<file path="config.mk">
export PLATFORM = sky130hd
export DESIGN_NAME = top_k_score_table_unit
export DESIGN_NICKNAME = d
export VERILOG_FILES = /design/src/sv/tkst_pkg.sv /design/src/sv/top_k_score_table_unit.sv /design/src/sv/tkst_ctrl.sv /design/src/sv/tkst_datapath.sv
export SDC_FILE = /design/constraint.sdc
export NUM_CORES = 2
export LEC_CHECK = 0
export ABC_AREA = 1
export BUFFER_PORTS_ARGS = -buffer_cell sky130_fd_sc_hd__buf_2
export CAP_MARGIN = 25
export CORE_MARGIN = 3
export CORE_UTILIZATION = 40
export CTS_CLUSTER_DIAMETER = 120
export DETAILED_ROUTE_END_ITERATION = 12
export PLACE_DENSITY = 0.62
export SLEW_MARGIN = 0
export SYNTH_ARGS = -nofsm -noshare
export SYNTH_HDL_FRONTEND = slang
export SYNTH_SLANG_ARGS = --single-unit
export TNS_END_PERCENT = 50
</file>
<file path="constraint.sdc">
create_clock -name clk_i -period 5.4 [get_ports clk_i]
set_clock_uncertainty 0.2 [all_clocks]
set_input_delay 0.54 -clock clk_i [delete_from_list [all_inputs] [get_ports clk_i]]
set_output_delay 0.54 -clock clk_i [all_outputs]
set_load 0.005 [all_outputs]
</file>
<file path="src/sv/tkst_pkg.sv">
// Package for the top-k score table: request and response types, command codes,
// controller state type and the default table contents.
// No dependencies.
package tkst_pkg;

  localparam int unsigned MaxTableEntries = 10;
  localparam int unsigned DefaultCount = 10;

  typedef enum logic [1:0] {
    CMD_CHECK = 2'd0,
    CMD_ADD   = 2'd1,
    CMD_READ  = 2'd2
  } cmd_e;

  typedef struct packed {
    logic [1:0]         command;
    logic signed [31:0] score;
    logic [23:0]        entry_name;
    logic [3:0]         read_index;
  } tkst_req_t;

  typedef struct packed {
    logic               is_high_score;
    logic [3:0]         insert_position;
    logic               entry_valid;
    logic [23:0]        name_out;
    logic signed [31:0] score_out;
    logic               submitted_out;
  } tkst_rsp_t;

  typedef enum logic {
    ST_IDLE,
    ST_EXEC
  } state_e;

  typedef struct packed {
    logic load;
    logic exec;
  } tkst_ctrl_t;

  function automatic logic [23:0] default_name(input int unsigned idx);
    logic [23:0] nm;
    case (idx)
      0: nm = 24'h425A52;
      1: nm = 24'h434446;
      2: nm = 24'h504B42;
      3: nm = 24'h464F4F;
      4: nm = 24'h424152;
      5: nm = 24'h42415A;
      6: nm = 24'h424147;
      7: nm = 24'h414243;
      8: nm = 24'h444546;
      9: nm = 24'h474849;
      default: nm = 24'h000000;
    endcase
    return nm;
  endfunction

  function automatic logic signed [31:0] default_score(input int unsigned idx);
    logic signed [31:0] sc;
    if (idx < DefaultCount) begin
      sc = 32'(1000 - 100 * idx);
    end else begin
      sc = '0;
    end
    return sc;
  endfunction

endpackage

</file>
<file path="src/sv/top_k_score_table_unit.sv">
// Top level of the top-k score table: controller and datapath.
// Depends on tkst_pkg, tkst_ctrl and tkst_datapath.
//
//   Channel   Ports                 Transaction
//   request   start, busy, req_i    accepted when start is high and busy is low
//   result    done_o, rsp_o         valid for the single cycle done_o is high
//
// A request is captured on the accepting edge, executed in the following cycle
// with every table cell comparing its score in parallel, and its result is shown
// in the cycle after that. A new request is taken only in the idle state, not
// while busy is high in the execute state. After reset the table holds the
// default entries at once. The receiver cannot stall results.
module top_k_score_table_unit #(
  parameter int unsigned MaxTableEntries = tkst_pkg::MaxTableEntries
) (
  input  logic                clk_i,
  input  logic                rst_ni,
  input  logic                start,
  output logic                busy,
  input  tkst_pkg::tkst_req_t req_i,
  output tkst_pkg::tkst_rsp_t rsp_o,
  output logic                done_o
);
  import tkst_pkg::*;

  tkst_ctrl_t ctrl;

  tkst_ctrl u_ctrl (
    .clk_i  (clk_i),
    .rst_ni (rst_ni),
    .start  (start),
    .busy   (busy),
    .ctrl_o (ctrl)
  );

  tkst_datapath #(
    .MaxTableEntries(MaxTableEntries)
  ) u_datapath (
    .clk_i  (clk_i),
    .rst_ni (rst_ni),
    .ctrl_i (ctrl),
    .req_i  (req_i),
    .rsp_o  (rsp_o),
    .done_o (done_o)
  );

endmodule

</file>
<file path="src/sv/tkst_ctrl.sv">
// Controller state machine of the top-k score table.
// Depends on tkst_pkg for the state and command-bus types.
module tkst_ctrl (
  input  logic                clk_i,
  input  logic                rst_ni,
  input  logic                start,
  output logic                busy,
  output tkst_pkg::tkst_ctrl_t ctrl_o
);
  import tkst_pkg::*;

  state_e state_q, state_d;

  always_comb begin
    state_d = state_q;
    unique case (state_q)
      ST_IDLE: begin
        if (start) begin
          state_d = ST_EXEC;
        end
      end
      ST_EXEC: begin
        state_d = ST_IDLE;
      end
      default: state_d = ST_IDLE;
    endcase
  end

  always_comb begin
    ctrl_o = '0;
    busy   = 1'b0;
    unique case (state_q)
      ST_IDLE: begin
        ctrl_o.load = start;
      end
      ST_EXEC: begin
        ctrl_o.exec = 1'b1;
        busy        = 1'b1;
      end
      default: busy = 1'b0;
    endcase
  end

  always_ff @(posedge clk_i or negedge rst_ni) begin
    if (!rst_ni) begin
      state_q <= ST_IDLE;
    end else begin
      state_q <= state_d;
    end
  end

endmodule

</file>
<file path="src/sv/tkst_datapath.sv">
// Datapath of the top-k score table: the row of table cells, the parallel score
// compare with insert shift, the read select and the result register. Depends on tkst_pkg.
module tkst_datapath #(
  parameter int unsigned MaxTableEntries = tkst_pkg::MaxTableEntries
) (
  input  logic                 clk_i,
  input  logic                 rst_ni,
  input  tkst_pkg::tkst_ctrl_t ctrl_i,
  input  tkst_pkg::tkst_req_t  req_i,
  output tkst_pkg::tkst_rsp_t  rsp_o,
  output logic                 done_o
);
  import tkst_pkg::*;

  localparam int unsigned CountWidth = $clog2(MaxTableEntries + 1);
  localparam int unsigned ResetCount =
      (MaxTableEntries < DefaultCount) ? MaxTableEntries : DefaultCount;

  tkst_req_t          req_q;
  logic [23:0]        name_q  [MaxTableEntries];
  logic [23:0]        name_d  [MaxTableEntries];
  logic signed [31:0] score_q [MaxTableEntries];
  logic signed [31:0] score_d [MaxTableEntries];
  logic               sub_q   [MaxTableEntries];
  logic               sub_d   [MaxTableEntries];
  logic [CountWidth-1:0] count_q, count_d;
  tkst_rsp_t          rsp_q, rsp_d;
  logic               done_q;

  logic [MaxTableEntries-1:0] ge;
  logic [CountWidth-1:0]      pos;
  logic signed [31:0]         last_score;
  logic                       hit;
  logic                       do_insert;
  logic [23:0]                rd_name;
  logic signed [31:0]         rd_score;
  logic                       rd_sub;

  always_comb begin
    for (int i = 0; i < MaxTableEntries; i++) begin
      ge[i] = (32'(i) < 32'(count_q)) && (score_q[i] >= req_q.score);
    end
  end

  always_comb begin
    pos = CountWidth'(MaxTableEntries);
    for (int i = MaxTableEntries - 1; i >= 0; i--) begin
      if (!ge[i]) begin
        pos = CountWidth'(i);
      end
    end
  end

  always_comb begin
    last_score = '0;
    rd_name    = '0;
    rd_score   = '0;
    rd_sub     = 1'b0;
    for (int i = 0; i < MaxTableEntries; i++) begin
      if (32'(i + 1) == 32'(count_q)) begin
        last_score = score_q[i];
      end
      if (32'(req_q.read_index) == 32'(i)) begin
        rd_name  = name_q[i];
        rd_score = score_q[i];
        rd_sub   = sub_q[i];
      end
    end
  end

  assign hit = (32'(count_q) < 32'(MaxTableEntries)) ||
               ((count_q != '0) && (last_score < req_q.score));

  always_comb begin
    rsp_d     = '0;
    do_insert = 1'b0;
    unique case (req_q.command)
      CMD_CHECK: rsp_d.is_high_score = hit;
      CMD_ADD: begin
        rsp_d.insert_position = 4'(pos);
        do_insert = (32'(pos) != 32'(MaxTableEntries));
      end
      CMD_READ: begin
        if (32'(req_q.read_index) < 32'(count_q)) begin
          rsp_d.entry_valid   = 1'b1;
          rsp_d.name_out      = rd_name;
          rsp_d.score_out     = rd_score;
          rsp_d.submitted_out = rd_sub;
        end
      end
      default: rsp_d = '0;
    endcase
  end

  always_comb begin
    count_d = count_q;
    for (int i = 0; i < MaxTableEntries; i++) begin
      name_d[i]  = name_q[i];
      score_d[i] = score_q[i];
      sub_d[i]   = sub_q[i];
    end
    if (ctrl_i.exec && do_insert) begin
      if (!ge[0]) begin
        name_d[0]  = req_q.entry_name;
        score_d[0] = req_q.score;
        sub_d[0]   = 1'b0;
      end
      for (int i = 1; i < MaxTableEntries; i++) begin
        if (!ge[i]) begin
          if (ge[i-1]) begin
            name_d[i]  = req_q.entry_name;
            score_d[i] = req_q.score;
            sub_d[i]   = 1'b0;
          end else begin
            name_d[i]  = name_q[i-1];
            score_d[i] = score_q[i-1];
            sub_d[i]   = sub_q[i-1];
          end
        end
      end
      if (32'(count_q) < 32'(MaxTableEntries)) begin
        count_d = count_q + CountWidth'(1);
      end
    end
  end

  always_ff @(posedge clk_i or negedge rst_ni) begin
    if (!rst_ni) begin
      for (int i = 0; i < MaxTableEntries; i++) begin
        name_q[i]  <= default_name(i);
        score_q[i] <= default_score(i);
        sub_q[i]   <= (i < DefaultCount);
      end
      count_q <= CountWidth'(ResetCount);
      done_q  <= 1'b0;
    end else begin
      for (int i = 0; i < MaxTableEntries; i++) begin
        name_q[i]  <= name_d[i];
        score_q[i] <= score_d[i];
        sub_q[i]   <= sub_d[i];
      end
      count_q <= count_d;
      done_q  <= ctrl_i.exec;
    end
  end

  always_ff @(posedge clk_i) begin
    if (ctrl_i.load) begin
      req_q <= req_i;
    end
    if (ctrl_i.exec) begin
      rsp_q <= rsp_d;
    end
  end

  assign rsp_o  = rsp_q;
  assign done_o = done_q;

endmodule

</file>
== After elaboration in Yosys (flattened, before gate mapping) ==
Index checks and enable logic that the tools add are counted.
Word-level totals
  RAM bits: 0
  memories: 0
  register bits after elaboration: 701
  latch bits: 0
  memory bits (read-only): 0
  output and inout port bits: 65
Cells by class
  add/sub/neg operators: 1
  bitwise operators: 11
  div/mod/pow operators: 0
  shifts and indexed selects: 0
  reduce and logical (&&, ||, !) cells: 28
  multiply operators: 0
  magnitude comparators: 23
  muxes and demuxes: 83
  equality and inequality tests: 22
Operators by type and width (count)
  $mux W32: 29
  $mux W24: 19
  $ge A32 B32 Y1: 10
  $mux W58: 1
  $lt A32 B32 Y1: 1
  $mux W4: 8
  $reduce_and A2 Y1: 12
  $mux W1: 23
  $eq A3 B4 Y1 const A: 4
  $eq A4 B3 Y1 const B: 4
  $lt A3 B4 Y1 const A: 4
  $eq A4 B4 Y1 const A: 3
  $logic_and A1 B1 Y1: 12
  $not A1 Y1: 11
  $eq A2 B4 Y1 const A: 2
  $eq A4 B2 Y1 const B: 2
  $eq A4 B4 Y1 const B: 2
  $lt A1 B4 Y1 const A: 2
  $lt A2 B4 Y1 const A: 2
  $lt A4 B4 Y1 const A: 2
  $add A4 B1 Y4 const B: 1
  $eq A1 B4 Y1 const A: 1
  $eq A4 B1 Y1 const B: 1
  $logic_not A4 Y1: 1
  10 further kinds: 11

== Longest topological paths before layout ==
  word-level depth: 16
  gate-level depth with buffers: 30

== Hierarchy ==
Synthesis repeated with hierarchy kept, for this count alone.
Second synthesis, totals
  cell total of the unflattened synthesis: 6404
  area total of the unflattened synthesis: 48047.3 um^2
Modules (own cells, without submodules)
  tkst_datapath: area each 47997.3 um^2, sequential area each 18316.3 um^2, times used 1, cells an instance 6399
  tkst_ctrl: area each 50.0 um^2, sequential area each 25.0 um^2, times used 1, cells an instance 5

== Least setup slack after synthesis ==
No wires, ideal clock.
  kind: register to register
  from: reg u_ctrl.state_q
  to: reg u_datapath.req_q[0] (netlist bit), enable pin
  period minus slack after synthesis: 4777 ps
  path slack: 623 ps
  path buffers: 0
  required time: 4715 ps
  stages on the path, launching flop included: 2
  arrival time: 4092 ps
  setup time: 485 ps
  path through: dfrtp_1 -> nor2_1
Between the ends
  word-level cells in the longest chain between the ends: 1
Ends and longest elaborated chain
  start: declaration: RTL line tkst_ctrl.sv:12  | state_e state_q, state_d;
  start signal: assignment: RTL line tkst_ctrl.sv:48  | state_q <= state_d;
  $mux W1: RTL line tkst_ctrl.sv:32  | unique case (state_q)
  end signal: assignment: RTL line tkst_datapath.sv:149  | req_q <= req_i;
  end: declaration: RTL line tkst_datapath.sv:19  | tkst_req_t req_q;
No other way between the ends.
A chain may end at the register's enable or synchronous reset.

== Final worst setup path ==
  from: reg u_datapath.req_q[59] (netlist bit)
  to: reg u_datapath.score_q[238] (netlist bit)
Between the ends
  word-level cells in the longest chain between the ends: 16
  elaborated cells on any way between the ends: 36
  those cells by class: order compare (10); eq/ne (1); mux (12); bitwise (1); reduce/logical (12)
Ends and longest elaborated chain
  $ge A32 B32 Y1: RTL line tkst_datapath.sv:41  | ge[i] = (32'(i) < 32'(count_q)) && (score_q[i] >= req_q.score);
  $logic_and A1 B1 Y1: RTL line tkst_datapath.sv:41
  $mux W2 (2 in a row): RTL line tkst_datapath.sv:48  | if (!ge[i]) begin
  $mux W4 (8 in a row): RTL line tkst_datapath.sv:48
  $ne A4 B4 Y1: RTL line tkst_datapath.sv:81  | do_insert = (32'(pos) != 32'(MaxTableEntries));
  $mux W1: RTL line tkst_datapath.sv:77  | unique case (req_q.command)
  $logic_and A1 B1 Y1: RTL line tkst_datapath.sv:102  | if (ctrl_i.exec && do_insert) begin
  $reduce_and A2 Y1 (no line)
  end signal: indexed assignment: RTL line tkst_datapath.sv:131  | score_q[i] <= default_score(i);
  end signal: indexed assignment: RTL line tkst_datapath.sv:139  | score_q[i] <= score_d[i];
  end: declaration: RTL line tkst_datapath.sv:22  | logic signed [31:0] score_q [MaxTableEntries];
Several ways; a longest one is shown, not always the timed one.

==> out/qor.csv <==
metric;value;unit
RSZ-0062 raised after global routing;false;
Total Wirelength;168;mm
I/O pin count;130;
share of layout cells above drive strength 1;10.1;%
largest net degree at the start of global routing;177;
#FFs+latches synth;701;
ANT nets after route;0;
grt peak-use layer;met1;
grt met1 use;42.7;%
Final Util;45.4;%
multi-input logic area;25300;um2
most frequent CP cell;nand2_1;
port bufs;129;
Critical Path RT;5800;ps
nets;6678;
CP max stage delay;640;ps
TritonRoute pass-1 iters;7;
sequential share of the synthesized area;39.0;%
P_leak;0.0245;uW
Tmin final;5010;ps
wire length per cell;21.4;um
clk sink count;701;
1st-iter DRT viols;5802;
row count;125;
Final Cycle Share;92.7;%
hold crit path type;flop to flop;
Placed Cells;7627;
Total Routing Usage GR;27.0;%
status;completed;
Slew @ Worst Pin;980;ps
max_slew headroom;34.6;%
CP Cell Sequence;clkinv_1 -> ha_1 -> nand2_1 -> nor2_1 -> nand4_1 -> nor4_1 -> nand2_1 -> nand3_1 -> xor2_1 -> nand2_1 -> nand2_1 -> nor2_2 -> nand3_4 -> buf_12 -> nand3_2 -> buf_4 -> nand2_1 -> nand2_1;
antenna violations before repair;0;
P&R area growth vs syn;12.4;%
die area;122000;um2
Worst EP arrival;5400;ps
postcts setup bufs;0;
FF/Latch Area;18300;um2
Die Ht;349;um
Fmax;0.200;GHz
Crit Path Class;flop to flop;
gr ovfl total;0;
GRT met3 Usage;5.31;%
syn avg cell area;7.53;um2
post-synthesis cell count;6248;
first-pass GRT wire length;258;mm
vias per cell;5.80;
endpoint class of the critical path;flop;
setup_tns;0;ps
Clk Latency, worst-skew pair;690;ps
DP HPWL;115;mm
Final setup viols;0;
Filler Cells Inserted;11500;
syn_nets;6670;
routability-driven placement congestion ratio;0.946;
H-tree depth;3;
Synthesis Warnings;0;
Initial Utilization;40.4;%
via count of the routed design;45600;
CTS Root Cell;clkbuf_16;
Max-cap violations;0;
CTS clk-pin slew, worst paths;60;ps
# DRC;0;
Clock Path Buffers;3;
worst-path fanout max;32;
core area;117000;um2
number of global-route vias before repair;40900;
Critical Path Source Type;flop;
ANT cells;0;
max-slew violation count;0;
VDD IR-drop max;0.383;mV
CTS tree;built;
CP max stage cell;clkinv_1;
Cell Count, Final, Fillers Out;7855;
die width;349;um
Hold Vio Cnt, Final;0;
met2 usage;36.6;%
mapped cell area;47100;um2
CTS Buf Count;87;
power per cell area;479;nW/um2
Netlist cell types;60;
worst paths after layout:
check	slack [ps]	depth (start not counted)	end	start
min reg2reg	260	2	u_datapath.name_q[14]	u_datapath.name_q[14]
max reg2reg	390	18	u_datapath.score_q[238]	u_datapath.req_q[59]
max	390	18	u_datapath.score_q[238]	u_datapath.req_q[59]
min in group asynchronous	300	2	u_datapath.name_q[13]	rst_ni
min	260	2	u_datapath.name_q[14]	u_datapath.name_q[14]
max in group asynchronous	3380	3	u_datapath.score_q[98]	rst_ni
synthesized netlist by cell type (all sizes together):
master   number  share of area (%)
nand2      2043                 16
o21ai       905                9.6
nand4       448                6.0
dfrtp       437                 23
inv         361                2.9
ha          357                9.5
clkbuf      267                2.1
a21oi       254                2.7
buf         171                2.2
nor2        166                1.4
nand3       145                1.7
dfstp       139                7.8
edfxtp      125                8.0
o211ai       58               0.93
o22ai        49               0.65
o2111ai      47               0.87
a221oi       42               0.78
nor3         37               0.40
a31oi        35               0.50
clkinv       35               0.28
o221ai       31               0.58
a211oi       25               0.40
and2         18               0.24
nor4         12               0.23
o21a          8               0.13
o21bai        6              0.096
or2           4              0.053
xor2          3              0.056
a21boi        2              0.032
a21o          2              0.032
a311oi        2              0.037
nand3b        2              0.032
nor3b         2              0.032
nor4b         2              0.051
o2111a        2              0.048
o221a         2              0.048
a221o         1              0.021
a31o          1              0.019
a41o          1              0.021
or3           1              0.013
metrics by stage:
step | instance area (um2) | setup WS (ps) | power [uW] | hold WS, ps
detailed placement | 49400 | 488 | 19000 | 250
CTS | 52900 | 426 | 25200 | 260
floorplan | 47100 | 623 | 15600 | 44.4
global route | 52900 | 48.2 | 27300 | 277
finish | 52900 | 394 | 25300 | 259
global placement | 49400 | 413 | 18800 | 246
layout by cell type (no fill, tap or decap), types with 18 or more instances in the layout:
master,instances
o221ai_1,31
nor2_1,155
inv_1,349
clkinv_1,45
ha_1,357
a211oi_1,25
nor3_1,35
dlygate4sd3_1,64
nand4_1,448
buf_2,128
o21ai_1,20
clkbuf_16,90
edfxtp_1,125
nand2_1,2023
buf_12,33
clkinv_2,23
a31oi_1,34
dfrtp_1,436
o21ai_0,884
o22ai_1,49
a221oi_1,42
a21oi_1,253
dfstp_2,139
nand3_1,135
buf_4,131
o2111ai_1,47
and2_1,18
o211ai_1,58
cell families after synthesis:
kind of cell | Yosys count | share of synthesized area [%]
and+or+nand+nor | 2880 | 26.4
adders and majority gates | 357 | 9.49
AOI/OAI and AO/OA | 1473 | 17.5
DFF | 701 | 39.0
buffers and inverters | 834 | 7.49
xor gates and xnor gates | 3 | 0.0559
metal layers:
metal | up-vias | wire [um] | share of wire [%]
met4 | 0 | 4380 | 2.6
met1 | 21400 | 80700 | 48
met2 | 2263 | 66100 | 39
met3 | 223 | 17100 | 10
li1 | 21700 | - | -
met5 | - | 0 | 0
area by class of cell:
type                    instances  share of cell area [%]
clock inverters                48                   0.877
well taps                    1524                    3.60
flip-flops and latches        701                    34.7
inverters                     396                    2.82
repair buffers                357                    5.56
clock buffers                 116                    4.61
multi-input cells            4713                    47.8
report_power, final:
group          switching (uW)  leakage [uW]  internal, uW  total [uW]
logic                    6790        0.0145          3500       10300
clock network            2540       0.00145          3520        6060
registers                1770       0.00849          7220        8990
sequential cells by signal, summed over array words and instances (netlist names):
register,cells
u_datapath.done_o,1
u_datapath.rsp_o,63
u_datapath.name_q,240
u_datapath.count_q,4
u_datapath.score_q,320
u_ctrl.state_q,1
u_datapath.req_q,62
u_datapath.sub_q,10
what timing repair did:
action	4_1_cts	5_1_grt
gates resized for setup	0	1
endpoints found under the setup margin	0	1
endpoints found under the hold margin	113	0
hold buffers	64	0
worst max-delay path: cells and delay by family (launching register included):
| family | cells | cell delay [ps] |
|---|---|---|
| DFF | 1 | 390 |
| xor gates and xnor gates | 1 | 70 |
| buffers and inverters | 3 | 1260 |
| and+or+nand+nor | 13 | 2330 |
| adders and majority gates | 1 | 630 |
Power figures use the tool's default switching activity.
